File: config.mk
export PLATFORM = sky130hd
export DESIGN_NAME = sans_ctrl
export DESIGN_NICKNAME = d
export VERILOG_FILES = /design/src/hdl/strained_anchor_nearest_search_macros.svh /design/src/hdl/sans_pkg.sv /design/src/hdl/sans_ctrl.sv
export SDC_FILE = /design/constraint.sdc
export NUM_CORES = 1
export LEC_CHECK = 0
export BUFFER_PORTS_ARGS = -buffer_cell sky130_fd_sc_hd__buf_2
export CAP_MARGIN = 5
export CORE_AREA = 2 2 39 41
export DETAILED_ROUTE_END_ITERATION = 8
export DIE_AREA = 0 0 41 43
export GPL_TIMING_DRIVEN = 0
export PLACE_DENSITY = 0.77
export SETUP_SLACK_MARGIN = 0.5
export SLEW_MARGIN = 30
export SYNTH_ARGS = -nofsm -noshare
export SYNTH_HDL_FRONTEND = slang
export SYNTH_SLANG_ARGS = --single-unit
File: constraint.sdc
create_clock -name i_clk -period 1.21 [get_ports i_clk]
set_input_delay 0.1815 -clock i_clk [delete_from_list [all_inputs] [get_ports i_clk]]
set_output_delay 0.1815 -clock i_clk [all_outputs]
set_load 0.01 [all_outputs]
File: src/hdl/strained_anchor_nearest_search_macros.svh
// assertion macros for the strained anchor nearest search block
`ifndef STRAINED_ANCHOR_NEAREST_SEARCH_MACROS_SVH
`define STRAINED_ANCHOR_NEAREST_SEARCH_MACROS_SVH
`ifndef SYNTHESIS
// same-cycle implication
`define SANS_ASSERT_SAME(lbl, clk, rst_n, ante, cons) \
    lbl: assert property (@(posedge clk) disable iff (!rst_n) (ante) |-> (cons)) \
        else $error("sans assertion failed");
// next-cycle implication
`define SANS_ASSERT_NEXT(lbl, clk, rst_n, ante, cons) \
    lbl: assert property (@(posedge clk) disable iff (!rst_n) (ante) |=> (cons)) \
        else $error("sans assertion failed");
`else
`define SANS_ASSERT_SAME(lbl, clk, rst_n, ante, cons)
`define SANS_ASSERT_NEXT(lbl, clk, rst_n, ante, cons)
`endif
`endif

File: src/hdl/sans_pkg.sv
// shared types, constants and arithmetic helpers for the anchor search
package sans_pkg;

    localparam int MAX_ANCHORS_DEF = 128;

    localparam int DATA_W  = 32;
    localparam int ACC_W   = 52;
    localparam int PROD_W  = 64;
    localparam int DIST_W  = 63;
    localparam int KIND_W  = 3;
    localparam int IDX_O_W = 7;
    localparam int IN_W    = 3 * DATA_W;
    localparam int OUT_W   = 168;

    localparam logic [DIST_W-1:0] DIST_MAX = '1;

    // item kinds
    localparam logic [KIND_W-1:0] CMD_AGENT  = 3'd0;
    localparam logic [KIND_W-1:0] CMD_CENTRE = 3'd1;
    localparam logic [KIND_W-1:0] CMD_DIAG   = 3'd2;
    localparam logic [KIND_W-1:0] CMD_SHEAR  = 3'd3;
    localparam logic [KIND_W-1:0] CMD_RADIUS = 3'd4;
    localparam logic [KIND_W-1:0] CMD_ANCHOR = 3'd5;

    // multiplier operand selects
    localparam logic [2:0] MS_T0  = 3'd0;
    localparam logic [2:0] MS_T1  = 3'd1;
    localparam logic [2:0] MS_T2  = 3'd2;
    localparam logic [2:0] MS_RAD = 3'd3;
    localparam logic [2:0] MS_SQ  = 3'd4;

    // strain term slot for row i, column j (xx yy zz xy xz yz)
    localparam logic [2:0] E_MAP [3][3] = '{
        '{3'd0, 3'd3, 3'd4},
        '{3'd3, 3'd1, 3'd5},
        '{3'd4, 3'd5, 3'd2}
    };

    typedef struct packed {
        logic       load;
        logic       mul_en;
        logic [2:0] mul_sel;
        logic       acc_init;
        logic       acc_add;
        logic       du_en;
        logic       w_en;
        logic       diff_en;
        logic       sum1_en;
        logic       sum2_en;
        logic       upd_en;
        logic       emit_en;
    } t_dp_cmd;

    typedef struct packed {
        logic full;
    } t_dp_stat;

    // q16.16 product rounding, half toward plus infinity
    function automatic logic signed [47:0] rnd_q16(input logic signed [PROD_W-1:0] p);
        logic signed [PROD_W-1:0] t;
        t = p + 64'sd32768;
        return t[PROD_W-1:16];
    endfunction

    function automatic logic signed [DATA_W-1:0] sat32(input logic signed [ACC_W-1:0] v);
        logic signed [DATA_W-1:0] r;
        if (!v[ACC_W-1] && (|v[ACC_W-2:DATA_W-1])) begin
            r = 32'sh7fffffff;
        end else if (v[ACC_W-1] && !(&v[ACC_W-2:DATA_W-1])) begin
            r = 32'sh80000000;
        end else begin
            r = v[DATA_W-1:0];
        end
        return r;
    endfunction

    function automatic logic [DIST_W-1:0] sq_sat(input logic [PROD_W-1:0] s);
        return s[PROD_W-1] ? DIST_MAX : s[DIST_W-1:0];
    endfunction

    function automatic logic [DIST_W-1:0] add_sat(input logic [DIST_W-1:0] a,
                                                  input logic [DIST_W-1:0] b);
        logic [DIST_W:0] s;
        s = {1'b0, a} + {1'b0, b};
        return s[DIST_W] ? DIST_MAX : s[DIST_W-1:0];
    endfunction

endpackage

File: src/hdl/sans_ctrl.sv
// controller: item intake, per-anchor step sequence and output register valid
module sans_ctrl (
    input  logic                        i_clk,
    input  logic                        i_rst_n,
    input  logic                        i_valid,
    input  logic [sans_pkg::KIND_W-1:0] i_kind,
    input  logic                        i_last,
    input  sans_pkg::t_dp_stat          i_stat,
    input  logic                        i_out_ready,
    output logic                        o_ready,
    output logic                        o_out_valid,
    output sans_pkg::t_dp_cmd           o_cmd
);
    import sans_pkg::*;

    localparam logic [3:0] S_IDLE = 4'd0;
    localparam logic [3:0] S_M0   = 4'd1;
    localparam logic [3:0] S_M1   = 4'd2;
    localparam logic [3:0] S_M2   = 4'd3;
    localparam logic [3:0] S_A3   = 4'd4;
    localparam logic [3:0] S_MR   = 4'd5;
    localparam logic [3:0] S_W    = 4'd6;
    localparam logic [3:0] S_DF   = 4'd7;
    localparam logic [3:0] S_SQ   = 4'd8;
    localparam logic [3:0] S_S1   = 4'd9;
    localparam logic [3:0] S_S2   = 4'd10;
    localparam logic [3:0] S_UPD  = 4'd11;
    localparam logic [3:0] S_EMIT = 4'd12;

    logic [3:0] r_state, n_state;
    logic       r_last, n_last;
    logic       r_out_valid, n_out_valid;
    logic       accept;
    logic       out_free;

    assign accept   = i_valid && (r_state == S_IDLE);
    assign out_free = !r_out_valid || i_out_ready;

    always_comb begin
        n_state = r_state;
        n_last  = r_last;
        o_cmd   = '0;
        o_cmd.load = accept;
        unique case (r_state)
            S_IDLE: begin
                if (accept && (i_kind == CMD_ANCHOR)) begin
                    n_last = i_last;
                    if (!i_stat.full) begin
                        n_state = S_M0;
                    end else if (i_last) begin
                        n_state = S_EMIT;
                    end
                end
            end
            S_M0: begin
                o_cmd.mul_en   = 1'b1;
                o_cmd.mul_sel  = MS_T0;
                o_cmd.acc_init = 1'b1;
                n_state        = S_M1;
            end
            S_M1: begin
                o_cmd.mul_en  = 1'b1;
                o_cmd.mul_sel = MS_T1;
                o_cmd.acc_add = 1'b1;
                n_state       = S_M2;
            end
            S_M2: begin
                o_cmd.mul_en  = 1'b1;
                o_cmd.mul_sel = MS_T2;
                o_cmd.acc_add = 1'b1;
                n_state       = S_A3;
            end
            S_A3: begin
                o_cmd.du_en = 1'b1;
                n_state     = S_MR;
            end
            S_MR: begin
                o_cmd.mul_en  = 1'b1;
                o_cmd.mul_sel = MS_RAD;
                n_state       = S_W;
            end
            S_W: begin
                o_cmd.w_en = 1'b1;
                n_state    = S_DF;
            end
            S_DF: begin
                o_cmd.diff_en = 1'b1;
                n_state       = S_SQ;
            end
            S_SQ: begin
                o_cmd.mul_en  = 1'b1;
                o_cmd.mul_sel = MS_SQ;
                n_state       = S_S1;
            end
            S_S1: begin
                o_cmd.sum1_en = 1'b1;
                n_state       = S_S2;
            end
            S_S2: begin
                o_cmd.sum2_en = 1'b1;
                n_state       = S_UPD;
            end
            S_UPD: begin
                o_cmd.upd_en = 1'b1;
                n_state      = r_last ? S_EMIT : S_IDLE;
            end
            S_EMIT: begin
                if (out_free) begin
                    o_cmd.emit_en = 1'b1;
                    n_state       = S_IDLE;
                end
            end
            default: begin
                n_state = S_IDLE;
            end
        endcase
    end

    always_comb begin
        if (o_cmd.emit_en) begin
            n_out_valid = 1'b1;
        end else if (i_out_ready) begin
            n_out_valid = 1'b0;
        end else begin
            n_out_valid = r_out_valid;
        end
    end

    always_ff @(posedge i_clk) begin
        if (!i_rst_n) begin
            r_state     <= S_IDLE;
            r_last      <= 1'b0;
            r_out_valid <= 1'b0;
        end else begin
            r_state     <= n_state;
            r_last      <= n_last;
            r_out_valid <= n_out_valid;
        end
    end

    assign o_ready     = (r_state == S_IDLE);
    assign o_out_valid = r_out_valid;

endmodule

# After elaboration in Yosys (flattened, before gate mapping)
# Index checks and enable logic that the tools add are counted.
# word_totals
latch_bits,0
word_cells,47
output_inout_bits,16
mem_bits_rw,0
mem_count,0
input_bits,9
regBits,6
mem_bits_ro,0
# op_classes
multipliers,0
n_lt_le_gt_ge,0
reduce_logical,9
div_mod_pow,0
n_eq_ne,16
n_addsub,0
shifts,0
n_bitwise,0
n_mux,19
# op_table
operator,n
4-bit one-hot mux with 13 select lines,1
"4-bit == test, second input constant",5
4-bit two-way mux,5
4-bit one-hot mux with 5 select lines,1
"4-bit by 3-bit == test with 1-bit output, second input constant",4
1-bit two-way mux,12
"4-bit by 2-bit == test with 1-bit output, second input constant",2
"4-bit by 1-bit == test with 1-bit output, second input constant",1
4-bit zero test,1
"3-bit == test, second input constant",1
"3-bit inequality test, second input constant",1
3-bit AND reduction,1
1-bit logical AND,2
"2-bit by 1-bit inequality test with 1-bit output, second input constant",1
"2-bit inequality test, second input constant",1
2-bit AND reduction,1
2-bit nonzero test,1
2-bit OR reduction,1
1-bit zero test,1
1-bit logical OR,1

# Logic depth before layout (Yosys ltp)
# depth
ltp_word,5
mapped_depth,6
depth_no_buf,5

# Worst setup path after synthesis
# OpenSTA, ideal clock, no wires.
# synth_path
path_type,register to output
start,register r_state[0]
end,output o_cmd[13] (netlist bit)
stages_incl_launch_ff,6
slack_ns,-0.137
t_arrival_ns,1.166
path_buffers,2
required_ns,1.028
path_cell_list,dfxtp_1 -> buf_6 -> or4_4 -> inv_2 -> and2_2 -> buf_4
# synth_between
elab_chain_cells,2
# synth_rtl
element,line_no,rtl
from (decl),sans_ctrl.sv:30,"logic [3:0] r_state, n_state;"
from (signal assigned),sans_ctrl.sv:135,r_state <= n_state;
4-bit zero test,n/a,
net o_ready,sans_ctrl.sv:10,"output logic o_ready,"
1-bit logical AND,sans_ctrl.sv:36,assign accept = i_valid && (r_state == S_IDLE);
to (decl),sans_ctrl.sv:12,output sans_pkg::t_dp_cmd o_cmd
# The timed path passes the listed nets, and every way through them passes these cells.

# Worst setup path after layout
# layout_path
start,register r_state[2]
end,output o_cmd[13] (netlist bit)
# layout_between
elab_chain_cells,2
# layout_rtl
element,line_no
4-bit zero test,sans_ctrl.sv:36
1-bit logical AND,sans_ctrl.sv:36
# Every way passes these cells.

==> impl_metrics.yaml <==
run_status:
  status: "complete, but fails checks"
  violations: "negative setup slack"
yosys:
  synth_area_leaders: "dfxtp_1, nor3_1, a21oi_1"
  ys_ff_latch: 6
  synthFlopType: "dfxtp_1"
  synth_xor_area_frac: 0.01877
  yosys.area.top_type: "dfxtp_1"
  synth_fa_ha_area_frac: 0
  synth_top_area_frac: 0.2574
  synth.area.mux_share: 0.04558
  ys_top_cells_by_count: "dfxtp_1, nor2_1, nor3_1, a21oi_1, nand2_1"
  async_flop_share: 0
  synthesis.area_um2: 466.7
  synth_edf_count: 0
  ys.warnings.count: 0
  synth.yosys.seq_area_share: 0.2574
  synth_nets: 73
  synth_cell_types: 29
  synth-compound-area-share: 0.1609
  synth_top_family_by_area: "simple AND/OR/NAND/NOR gates"
  synthCells: 64
  avgSynthCellArea_um2: 7.292
  synthSimpleGateAreaFrac: 0.4021
layout:
  layout-drive-gt1-share: 0.7748
  layout.nets: 122
  final_area_um2: 1070
  nFillCells: 92
  syn_to_final_growth_pct: 129.2
  instances_no_fill: 127
  antenna_cells: 0
  post-route-util: 0.7731
timing:
  whs_ps: 204.2
  drv_slew: 0
  fin_crit_sh: 1.397
  fin_tns_setup_ps: -5803
  fmax_mhz: 591.5
  finalSetupViolations: 20
  rsz0062_at_grt: "yes"
  tightest_slew_ps: 277.8
  post-route-min-period_ps: 1691
  fin_ws_ps: -480.7
  skew_ps: 2.893
  final-hold-violation-count: 0
  slew_headroom: 0.8122
detailed_routing:
  met1Wirelength_um: 586
  routedWlPerCell_um: 12.97
  vias: 647
  ant_nets: 0
  wl_met3_um: 78
  highest_layer: "met4"
  viasPerCell: 5.094
  wirelength_mm: 1.647
  drc: 0
  met2_length_um: 963
  drt-initial-drc-count: 14
  drt_first_pass_iters: 4
clocking:
  cts_sinks: 6
  clk_pin_slew_ps: 50
  cts_tree: "built"
  clockBufferDepth: 2
  clock_latency_ps: 250
  cts_max_level: 1
  cts_hold_buffers: 0
  cts_root_buf: "clkbuf_4"
  cts_buffers: 3
setup_path:
  worstSetupStartpointType: "flip-flop"
  cp_max_fo: 2
  worst-setup-path-type: "reg -> out"
  required_ps: 1030
  timing.reg2reg.setup_slack_ps: -280
  arrival_ps: 1510
  cp-end-kind: "output port"
die:
  coreArea_um2: 1384
  die_y_um: 43
  die_width_um: 41
  row_count: 14
  io-pin-count: 25
  initial_utilization: 0.3373
  dieArea_um2: 1763
placement:
  dp_hpwl_um: 846.4
  placed_cell_area_um2: 708.2
  io_buffers: 24
  place_ws_ps: -233.5
  place.gp.congestion: 0.7506
  dp_cells: 104
global_route:
  grt_pass1_vias: 582
  track_usage: 0.1986
  antenna_found_initial: 0
  grt_pass1_wl_mm: 2.297
  grt_overflow: 0
  grt_max_degree: 11
power:
  power_leakage_nw: 0.5237
  p_total_mw: 2.616
  pwr_density_cell_nw_per_um2: 2445
  peakVddDrop_v: 0.002005
run:
  drv_cap: 0
min_path:
  hp-class: "in -> reg"
repair_timing:
item                                   4_1_cts  5_1_grt
pin swaps                                   10        5
gates cloned                                 0        0
endpoints found under the hold margin        0        0
gates resized for setup                     41        7
buffers inserted                            15        5
setup endpoints to repair                   22       22
power by group:
group          internal, mW  switching [mW]  total [mW]
sequential            0.271          0.0469       0.317
combinational          1.16           0.947        2.10
clock                 0.113          0.0831       0.196
worst paths after layout:
kind | cells past startpoint | endpoint | from
max | 5 | o_cmd[13] | r_state[2]$_SDFFE_PN0P_
min | 2 | o_out_valid$_SDFFE_PN0P_ | i_rst_n
max reg2reg | 5 | r_last$_SDFFE_PN0P_ | r_state[2]$_SDFFE_PN0P_
min reg2reg | 2 | r_last$_SDFFE_PN0P_ | r_last$_SDFFE_PN0P_
cells in the final DEF, fill, tap and decap left out, drive strengths merged:
cell    netlist  routed
a21oi         5       5
a31oi         1       1
and2          1       1
and2b         2       2
and3          1       1
buf           4      49
clkbuf        2       4
dfxtp         6       6
inv           4       4
mux2          1       1
mux2i         1       1
nand2         5       5
nand2b        2       2
nand4b        1       1
nor2          6       6
nor2b         1       1
nor3          6       6
nor4b         2       2
o21a          3       3
o21ai         3       3
o22ai         1       1
or2           1       1
or2b          3       3
or4           1       1
xor2          1       1
registers in the layout, indices dropped and copies added (netlist names):
name         count
o_out_valid      1
r_last           1
r_state          4
kinds of logic after synthesis:
kind of cell / after synthesis
AND/OR/NAND/NOR: 32
AO/OA/AOI/OAI: 13
buffers and inverters: 10
flip-flops: 6
multiplexers: 2
XOR/XNOR: 1
worst max-delay path, cell delays in order (launching register included):
cell and delay (ps):
dfxtp_4 340, or4_4 540, inv_4 70, and2_4 130, buf_6 80, buf_6 80
routing by layer:
layer,global-route usage,vias up
met2,0.3688,27
met3,0.03141,4
met4,0.1200,0
met1,0.1792,304
met5,0,-
li1,-,312
layout make-up:
cell class / count / area [um2] / share of cell area
inverter: 4 / 17.52 / 0.01637
tap: 16 / 20.02 / 0.01871
multi-input combinational: 48 / 446.7 / 0.4175
timing repair buffer: 44 / 365.4 / 0.3415
clock buffer: 3 / 22.52 / 0.02105
buffer: 6 / 70.07 / 0.06550
sequential: 6 / 127.6 / 0.1193
No activity file was read; power rests on OpenSTA's default activity.
